===== config.mk =====
export PLATFORM = sky130hd
export DESIGN_NAME = rotating_stack_engine
export DESIGN_NICKNAME = d
export VERILOG_FILES = /design/src/sv/rse_pkg.sv /design/src/sv/rse_ram.sv /design/src/sv/rotating_stack_engine.sv
export SDC_FILE = /design/constraint.sdc
export NUM_CORES = 1
export LEC_CHECK = 0
export CAP_MARGIN = 20
export CORE_ASPECT_RATIO = 0.8
export CORE_MARGIN = 1
export CORE_UTILIZATION = 50
export DETAILED_ROUTE_END_ITERATION = 8
export DONT_BUFFER_PORTS = 1
export GPL_ROUTABILITY_DRIVEN = 0
export GPL_TIMING_DRIVEN = 0
export PLACE_DENSITY_LB_ADDON = 0.12
export SLEW_MARGIN = 10
export SYNTH_ARGS = -nofsm -noshare
export SYNTH_HDL_FRONTEND = slang
export SYNTH_HIERARCHICAL = 1
export SYNTH_SLANG_ARGS = --single-unit

===== constraint.sdc =====
create_clock -name clk -period 3.5 [get_ports clk]
set_input_delay 0.525 -clock clk [delete_from_list [all_inputs] [get_ports clk]]
set_output_delay 0.525 -clock clk [all_outputs]
set_load 0.005 [all_outputs]

===== src/sv/rse_pkg.sv =====
package rse_pkg;

  // Command codes
  localparam logic [2:0] CMD_PUSH   = 3'd0;
  localparam logic [2:0] CMD_POP    = 3'd1;
  localparam logic [2:0] CMD_PEEK   = 3'd2;
  localparam logic [2:0] CMD_DUP    = 3'd3;
  localparam logic [2:0] CMD_ROT_UP = 3'd4;
  localparam logic [2:0] CMD_ROT_DN = 3'd5;
  localparam logic [2:0] CMD_PRINT  = 3'd6;

  // Status codes
  localparam logic [1:0] ST_OK      = 2'd0;
  localparam logic [1:0] ST_FULL    = 2'd1;
  localparam logic [1:0] ST_EMPTY   = 2'd2;
  localparam logic [1:0] ST_IGNORED = 2'd3;

  // Field widths and register reset
  localparam int unsigned CMD_W   = 3;
  localparam int unsigned BYTE_W  = 8;
  localparam int unsigned COUNT_W = 5;
  localparam logic [COUNT_W-1:0] CAP_RESET = 5'd16;

  // Sequencer states
  typedef enum logic [2:0] {
    S_IDLE,
    S_EXEC,
    S_RD_RSP,
    S_ROT_SAVE,
    S_ROT_MOVE,
    S_ROT_TAIL,
    S_PRINT
  } state_t;

endpackage


===== src/sv/rse_ram.sv =====
module rse_ram #(
  parameter int DEPTH = 16,
  parameter int AW    = 4,
  parameter int DW    = 8
) (
  input  logic          clk,
  input  logic          wr_en,
  input  logic [AW-1:0] wr_addr,
  input  logic [DW-1:0] wr_data,
  input  logic          rd_en,
  input  logic [AW-1:0] rd_addr,
  output logic [DW-1:0] rd_data
);

  logic [DW-1:0] mem [DEPTH];
  logic [DW-1:0] rd_data_r;

  // Write one entry
  always_ff @(posedge clk) begin
    if (wr_en) begin
      mem[wr_addr] <= wr_data;
    end
  end

  // Register the read data
  always_ff @(posedge clk) begin
    if (rd_en) begin
      rd_data_r <= mem[rd_addr];
    end
  end

  assign rd_data = rd_data_r;

endmodule


===== src/sv/rotating_stack_engine.sv =====
// Byte-wide LIFO stack with push, pop, peek, dup, up/down rotate and print. An item is taken
// when start is high while busy is low; cfg_we loads the capacity register (clamped to DEPTH)
// and must only be used while the block is idle. Results appear for exactly one cycle with
// out_valid high, and the final result of an item is on the ports in the first cycle that busy
// is low again; the receiver cannot stall them, so it must take every result as it comes. busy
// covers the execute state on push and on items that only report a status; pop, peek and dup
// add a read-response state; a rotate of n entries saves the wrapping entry, moves the other
// n-1 and writes it back; print streams one result per cycle top to bottom with out_last on
// the final one. Each step uses each port of the single-read, single-write stack memory at
// most once, so rotates and prints scale with the number of entries they touch.
module rotating_stack_engine
  import rse_pkg::*;
#(
  parameter int DEPTH = 16
) (
  input  logic               clk,
  input  logic               rst_n,
  input  logic               start,
  output logic               busy,
  input  logic [CMD_W-1:0]   in_cmd,
  input  logic [BYTE_W-1:0]  in_push_value,
  input  logic [COUNT_W-1:0] in_rotate_count,
  input  logic               cfg_we,
  input  logic [COUNT_W-1:0] cfg_wdata,
  output logic               out_valid,
  output logic [1:0]         out_status,
  output logic [BYTE_W-1:0]  out_value,
  output logic               out_value_valid,
  output logic               out_last
);

  localparam int AW = (DEPTH > 1) ? $clog2(DEPTH) : 1;
  localparam int FW = $clog2(DEPTH + 1);
  localparam int CW = (FW > COUNT_W) ? FW : COUNT_W;

  state_t state_r, state_nxt;

  logic [CMD_W-1:0]   cmd_r, cmd_nxt;
  logic [BYTE_W-1:0]  pv_r, pv_nxt;
  logic [COUNT_W-1:0] rc_r, rc_nxt;
  logic [COUNT_W-1:0] cap_r, cap_nxt;
  logic [FW-1:0]      fill_r, fill_nxt;
  logic [FW-1:0]      cnt_r, cnt_nxt;
  logic [AW-1:0]      ptr_r, ptr_nxt;
  logic [AW-1:0]      wptr_r, wptr_nxt;
  logic [BYTE_W-1:0]  hold_r, hold_nxt;
  logic               dir_up_r, dir_up_nxt;

  logic               ov_r, ov_nxt;
  logic [1:0]         ost_r, ost_nxt;
  logic [BYTE_W-1:0]  oval_r, oval_nxt;
  logic               ovv_r, ovv_nxt;
  logic               olast_r, olast_nxt;

  logic               ram_wr_en, ram_rd_en;
  logic [AW-1:0]      ram_wr_addr, ram_rd_addr;
  logic [BYTE_W-1:0]  ram_wr_data, ram_rd_data;

  logic [CW-1:0]      cap_eff;
  logic               empty, full, rot_bad;
  logic [AW-1:0]      top_addr, base_addr;

  // Decode the stack condition
  assign cap_eff   = (CW'(cap_r) > CW'(DEPTH)) ? CW'(DEPTH) : CW'(cap_r);
  assign empty     = (fill_r == '0);
  assign full      = (CW'(fill_r) >= cap_eff);
  assign rot_bad   = (CW'(rc_r) < CW'(2)) || (CW'(rc_r) > CW'(fill_r));
  assign top_addr  = AW'(fill_r - FW'(1));
  assign base_addr = AW'(CW'(fill_r) - CW'(rc_r));

  rse_ram #(
    .DEPTH (DEPTH),
    .AW    (AW),
    .DW    (BYTE_W)
  ) u_ram (
    .clk     (clk),
    .wr_en   (ram_wr_en),
    .wr_addr (ram_wr_addr),
    .wr_data (ram_wr_data),
    .rd_en   (ram_rd_en),
    .rd_addr (ram_rd_addr),
    .rd_data (ram_rd_data)
  );

  // Next state
  always_comb begin
    state_nxt = state_r;
    unique case (state_r)
      S_IDLE: begin
        if (start) begin
          state_nxt = S_EXEC;
        end
      end
      S_EXEC: begin
        case (cmd_r) inside
          CMD_POP, CMD_PEEK: state_nxt = empty ? S_IDLE : S_RD_RSP;
          CMD_DUP:           state_nxt = (empty || full) ? S_IDLE : S_RD_RSP;
          CMD_ROT_UP, CMD_ROT_DN: state_nxt = rot_bad ? S_IDLE : S_ROT_SAVE;
          CMD_PRINT:         state_nxt = empty ? S_IDLE : S_PRINT;
          default:           state_nxt = S_IDLE;
        endcase
      end
      S_RD_RSP:   state_nxt = S_IDLE;
      S_ROT_SAVE: state_nxt = S_ROT_MOVE;
      S_ROT_MOVE: begin
        if (cnt_r == FW'(1)) begin
          state_nxt = S_ROT_TAIL;
        end
      end
      S_ROT_TAIL: state_nxt = S_IDLE;
      S_PRINT: begin
        if (cnt_r == FW'(1)) begin
          state_nxt = S_IDLE;
        end
      end
      default: state_nxt = S_IDLE;
    endcase
  end

  // Datapath, memory access and results
  always_comb begin
    cmd_nxt     = cmd_r;
    pv_nxt      = pv_r;
    rc_nxt      = rc_r;
    cap_nxt     = cfg_we ? cfg_wdata : cap_r;
    fill_nxt    = fill_r;
    cnt_nxt     = cnt_r;
    ptr_nxt     = ptr_r;
    wptr_nxt    = wptr_r;
    hold_nxt    = hold_r;
    dir_up_nxt  = dir_up_r;
    ov_nxt      = 1'b0;
    ost_nxt     = ST_OK;
    oval_nxt    = '0;
    ovv_nxt     = 1'b0;
    olast_nxt   = 1'b0;
    ram_wr_en   = 1'b0;
    ram_wr_addr = '0;
    ram_wr_data = '0;
    ram_rd_en   = 1'b0;
    ram_rd_addr = '0;

    unique case (state_r)
      S_IDLE: begin
        // Latch the item
        if (start) begin
          cmd_nxt = in_cmd;
          pv_nxt  = in_push_value;
          rc_nxt  = in_rotate_count;
        end
      end
      S_EXEC: begin
        case (cmd_r) inside
          CMD_PUSH: begin
            ov_nxt    = 1'b1;
            olast_nxt = 1'b1;
            if (full) begin
              ost_nxt = ST_FULL;
            end else begin
              ram_wr_en   = 1'b1;
              ram_wr_addr = AW'(fill_r);
              ram_wr_data = pv_r;
              fill_nxt    = fill_r + FW'(1);
            end
          end
          CMD_POP, CMD_PEEK, CMD_DUP: begin
            if (empty) begin
              ov_nxt    = 1'b1;
              olast_nxt = 1'b1;
              ost_nxt   = ST_EMPTY;
            end else if (cmd_r == CMD_DUP && full) begin
              ov_nxt    = 1'b1;
              olast_nxt = 1'b1;
              ost_nxt   = ST_FULL;
            end else begin
              ram_rd_en   = 1'b1;
              ram_rd_addr = top_addr;
            end
          end
          CMD_ROT_UP, CMD_ROT_DN: begin
            if (rot_bad) begin
              ov_nxt    = 1'b1;
              olast_nxt = 1'b1;
              ost_nxt   = ST_IGNORED;
            end else begin
              // Read the entry that wraps around
              dir_up_nxt  = (cmd_r == CMD_ROT_UP);
              ram_rd_en   = 1'b1;
              ram_rd_addr = (cmd_r == CMD_ROT_UP) ? top_addr : base_addr;
              ptr_nxt     = (cmd_r == CMD_ROT_UP) ? top_addr - AW'(1)
                                                  : base_addr + AW'(1);
              wptr_nxt    = (cmd_r == CMD_ROT_UP) ? top_addr : base_addr;
              cnt_nxt     = FW'(rc_r - COUNT_W'(1));
            end
          end
          CMD_PRINT: begin
            if (empty) begin
              ov_nxt    = 1'b1;
              olast_nxt = 1'b1;
              ost_nxt   = ST_EMPTY;
            end else begin
              ram_rd_en   = 1'b1;
              ram_rd_addr = top_addr;
              ptr_nxt     = top_addr - AW'(1);
              cnt_nxt     = fill_r;
            end
          end
          default: begin
            ov_nxt    = 1'b1;
            olast_nxt = 1'b1;
          end
        endcase
      end
      S_RD_RSP: begin
        ov_nxt    = 1'b1;
        olast_nxt = 1'b1;
        if (cmd_r == CMD_DUP) begin
          ram_wr_en   = 1'b1;
          ram_wr_addr = AW'(fill_r);
          ram_wr_data = ram_rd_data;
          fill_nxt    = fill_r + FW'(1);
        end else begin
          oval_nxt = ram_rd_data;
          ovv_nxt  = 1'b1;
          if (cmd_r == CMD_POP) begin
            fill_nxt = fill_r - FW'(1);
          end
        end
      end
      S_ROT_SAVE: begin
        // Hold the wrapping entry, fetch the first one to move
        hold_nxt    = ram_rd_data;
        ram_rd_en   = 1'b1;
        ram_rd_addr = ptr_r;
        ptr_nxt     = dir_up_r ? ptr_r - AW'(1) : ptr_r + AW'(1);
      end
      S_ROT_MOVE: begin
        // Shift one entry while fetching the next
        ram_wr_en   = 1'b1;
        ram_wr_addr = wptr_r;
        ram_wr_data = ram_rd_data;
        wptr_nxt    = dir_up_r ? wptr_r - AW'(1) : wptr_r + AW'(1);
        cnt_nxt     = cnt_r - FW'(1);
        if (cnt_r > FW'(1)) begin
          ram_rd_en   = 1'b1;
          ram_rd_addr = ptr_r;
          ptr_nxt     = dir_up_r ? ptr_r - AW'(1) : ptr_r + AW'(1);
        end
      end
      S_ROT_TAIL: begin
        // Drop the held entry into the vacated slot
        ram_wr_en   = 1'b1;
        ram_wr_addr = wptr_r;
        ram_wr_data = hold_r;
        ov_nxt      = 1'b1;
        olast_nxt   = 1'b1;
      end
      S_PRINT: begin
        // Emit one entry, fetch the next one down
        ov_nxt    = 1'b1;
        oval_nxt  = ram_rd_data;
        ovv_nxt   = 1'b1;
        olast_nxt = (cnt_r == FW'(1));
        cnt_nxt   = cnt_r - FW'(1);
        if (cnt_r > FW'(1)) begin
          ram_rd_en   = 1'b1;
          ram_rd_addr = ptr_r;
          ptr_nxt     = ptr_r - AW'(1);
        end
      end
      default: begin
      end
    endcase
  end

  // Control registers
  always_ff @(posedge clk) begin
    if (!rst_n) begin
      state_r <= S_IDLE;
      fill_r  <= '0;
      cap_r   <= CAP_RESET;
      ov_r    <= 1'b0;
    end else begin
      state_r <= state_nxt;
      fill_r  <= fill_nxt;
      cap_r   <= cap_nxt;
      ov_r    <= ov_nxt;
    end
  end

  // Payload registers
  always_ff @(posedge clk) begin
    cmd_r    <= cmd_nxt;
    pv_r     <= pv_nxt;
    rc_r     <= rc_nxt;
    cnt_r    <= cnt_nxt;
    ptr_r    <= ptr_nxt;
    wptr_r   <= wptr_nxt;
    hold_r   <= hold_nxt;
    dir_up_r <= dir_up_nxt;
    ost_r    <= ost_nxt;
    oval_r   <= oval_nxt;
    ovv_r    <= ovv_nxt;
    olast_r  <= olast_nxt;
  end

  assign busy            = (state_r != S_IDLE);
  assign out_valid       = ov_r;
  assign out_status      = ost_r;
  assign out_value       = oval_r;
  assign out_value_valid = ovv_r;
  assign out_last        = olast_r;

`ifndef SYNTHESIS
  a_fill_bound: assert property (@(posedge clk) disable iff (!rst_n)
    CW'(fill_r) <= CW'(DEPTH))
    else $error("fill level beyond stack depth");

  a_take_busy: assert property (@(posedge clk) disable iff (!rst_n)
    (start && !busy) |=> busy)
    else $error("item taken but block not busy");

  a_print_stream: assert property (@(posedge clk) disable iff (!rst_n)
    (out_valid && !out_last) |=> out_valid)
    else $error("print stream broke before last item");

  a_value_ok: assert property (@(posedge clk) disable iff (!rst_n)
    out_value_valid |-> (out_valid && out_status == ST_OK))
    else $error("value carried without ok result");

  a_no_result_idle: assert property (@(posedge clk) disable iff (!rst_n)
    (!busy && !$past(busy)) |-> !out_valid)
    else $error("result without a pending item");
`endif

endmodule


==> impl_metrics.yaml <==
clock_network:
  holdBufCountCts: 0
  h-tree-depth: 4
  cts_tree: "built"
  clkTransAtPathRegs_ns: 0.08
  clkSinkCount: 200
  clockRootBuffer: "clkbuf_16"
  cts_buffer_depth: 2
  worstSkewPairLatency_ns: 0.43
  cts_buffers: 17
place:
  io_buffers: 0
  place_ws_ns: -1.26
  dp_hpwl_um: 14100
pwr:
  p_clk_share_pct: 38.8
  p_per_area_mw_per_mm2: 459
  p_sw_w: 0.00121
  power.internal_w: 0.00373
  p_comb_share_pct: 8.0
  sw_frac_of_total_pct: 24.5
  leakagePower_nw: 3.68
  irDropWorstVdd_v: 0.000343
  p_seq_share_pct: 53.3
sta:
  fin_ws_ns: -0.0187
  totalNegativeSetupSlack_ns: -0.0342
  finalHoldViolations: 0
  tightest_slew_ns: 0.727
  hold_ws_ns: 0.183
  slew_headroom_pct: 51.0
  timing.fmax_mhz: 284
  min_period_over_period_pct: 101
  finClkSkew_ns: 0.0114
  finalSetupViolCount: 2
  grt_setup_unrepaired: "yes"
  slew_violations: 0
  period_needed_ns: 3.52
floorplanning:
  die_width_um: 153
  start_util_pct: 51.8
  core_area_sq_mm: 0.0175
  ios: 39
  die-area_sq_mm: 0.0187
  row_count: 43
  die_h_um: 123
global_routing:
  grt_usage_pct: 23.7
  grt_pass1_vias: 5449
  antenna_found_initial: 0
  grt_pass1_wl_um: 32300
  grt-ovfl-total: 0
  grt_max_degree: 21
final_layout:
  fin_nets: 742
  area_growth_pct: 18.3
  fill_cells: 1335
  antenna_cells: 0
  drive_gt1_share_pct: 25.5
  fin_util_pct: 61.3
critical_path:
  worstPathRequired_ns: 3.68
  setup.worst_path.class: "flop to flop"
  critPathLaunchType: "flop"
  r2r_slack_ns: -0.02
  endpoint_kind: "flop"
  crit_fanout: 6
  critPathArrivalTime_ns: 3.69
drt:
  dr_wl_met3_um: 1590
  via_per_inst: 6.14
  ant_nets: 0
  routedWlPerCell_um: 22.9
  wl_met1_um: 10400
  wl_met2_um: 9070
  first_pass_iters: 7
  drc_errors: 0
  drt-initial-drc-count: 655
  wl_um: 21200
  via_count: 5694
  topRoutingLayerUsed: "met4"
synthesis:
  avgSynthCellArea_sq_um: 14.2
  yosys_warnings: 6
  synth.top_cells.by_area: "edfxtp_1 58%, dfxtp_1 5.7%, mux4_2 4.5%, mux4_1 4.0%, ha_1 3.6%"
  synth-edff-count: 174
  yosys_most_used_dff: "edfxtp_1"
  async_reset_ff_share_pct: 0
  synthesis.instances: 638
  syn_area_sq_mm: 0.00909
  synth_top_area_share_pct: 57.5
  ys_ff_latch: 200
  yosysUniqueCellTypes: 62
  synth.yosys.seq_area_share_pct: 63.2
  yosysTopAreaCell: "edfxtp_1"
  synthesis.nets: 691
status:
  status: "finished, violations left"
  violations: "negative setup slack"
worst_hold_path:
  worstHoldPathType: "input port to flop"
flow_run:
  maxCapViolations: 0
## cells in the mapped netlist (all sizes together) (5+ instances only)
master and instances:
a222oi 8, a22oi 19, nand2 54, xor2 5, edfxtp 174, a21o 5
a21oi 27, mux4 32, clkbuf 12, inv 38, nor2 37, dfxtp 26
nor3 14, o31ai 6, xnor2 16, ha 26, nand3 7, buf 12
and2 9, o21ai 25, mux2i 8, nor2b 7, o211ai 7
## path summary, 6_finish.rpt
path / depth (start not counted) / startpoint / to
worst max register to register: 13 / rc_r[1] / u_ram/rd_data[3]
worst min-delay path: 0 / in_push_value[6] / pv_r[6]
worst max-delay path: 13 / rc_r[1] / u_ram/rd_data[3]
worst min register to register: 0 / u_ram/rd_data[0] / hold_r[0]
## power by group through the flow
stage / clock, W / sequential [W] / combinational, W
2_1_floorplan: 0 / 0.00268 / 0.000222
3_3_place_gp: 0 / 0.00269 / 0.000298
3_5_place_dp: 0 / 0.00269 / 0.000308
4_1_cts: 0.00196 / 0.00263 / 0.000349
5_1_grt: 0.00205 / 0.00263 / 0.000421
6_report: 0.00191 / 0.00263 / 0.000392
## layout by cell type (no fill, tap or decap), types with 4 or more instances in the layout
cell type / n
clkbuf_16: 19
dfxtp_1: 21
and3_1: 4
a21oi_1: 23
o211ai_1: 7
buf_12: 6
nand2_1: 52
xor2_1: 5
o31ai_1: 6
a211oi_1: 4
inv_2: 4
o21a_1: 4
a21oi_4: 4
nor2b_1: 6
a22oi_2: 13
buf_4: 27
clkbuf_1: 10
nor2_4: 12
and2_1: 9
o22ai_1: 4
inv_1: 32
nor2_1: 23
a22oi_1: 6
a222oi_1: 8
ha_4: 5
o21ai_0: 21
a21o_1: 5
clkinvlp_4: 5
nand3_1: 7
mux4_2: 28
mux2i_1: 8
ha_1: 21
inv_8: 6
nor3_1: 9
xnor2_1: 15
mux4_1: 4
dfxtp_4: 5
edfxtp_1: 174
nor3_4: 5
## critical path, cell delays in order (launching register included)
cell and delay [ns]:
edfxtp_1 0.44, buf_6 0.16, ha_4 0.14, a211o_1 0.28
a221o_1 0.42, nand2_2 0.12, a21oi_4 0.07, nor4_2 0.16
a211o_1 0.22, buf_8 0.19, buf_12 0.14, mux4_2 0.50
a22oi_2 0.30, nand2_1 0.10
## registers in the layout (all words and copies together) (netlist names), 4 cells and up
register / count
ptr_r: 4
u_ram/mem: 128
fill_r: 5
cap_r: 5
u_ram/rd_data: 8
pv_r: 8
out_value: 8
cnt_r: 5
hold_r: 8
wptr_r: 4
rc_r: 5
## per-stage QoR
| stage | area [sq um] | power, W | instances |
|---|---|---|---|
| final | 10800 | 0.00494 | 927 |
| after global routing | 10800 | 0.00510 | 927 |
| after CTS | 10400 | 0.00494 | 910 |
| after detailed placement | 9410 | 0.00299 | 865 |
| after global placement | 9370 | 0.00298 | 863 |
| after floorplan | 9090 | 0.00290 | 638 |
## area by class of cell
type                            count  area [sq um]  area share, %
Buffer                             27           233           2.16
Clock buffer                       17           425           3.96
Clock inverter                     15           161           1.50
Inverter                           38           150           1.40
Multi-Input combinational cell    373          3410           31.7
Sequential cell                   200          5760           53.6
Tap cell                          225           282           2.62
Timing Repair Buffer               32           330           3.07
## layer usage
metal	vias up	global-route usage, %
met5	-	0
li1	2557	-
met2	252	33.9
met4	0	5.49
met1	2863	36.3
met3	22	5.90
## kinds of logic (layout without fill, tap and decap cells)
kind of cell             Yosys count  count (layout)  synth area share (%)
flip-flops                       200             200                  63.2
AND/OR/NAND/NOR                  155             155                  8.15
AO/OA/AOI/OAI                    128             128                  9.72
buffers and inverters             65             129                  3.33
multiplexers                      41              41                  9.52
adder cells (fa/ha/maj)           28              28                  4.02
XOR/XNOR                          21              21                  2.02
## repair_timing
item / CTS / global route
buffers inserted: 12 / 16
setup endpoints to repair: 272 / 136
resized for setup: 94 / 34
cloned: 1 / 1
pin swaps: 11 / 13
Power figures use the tool's default switching activity.
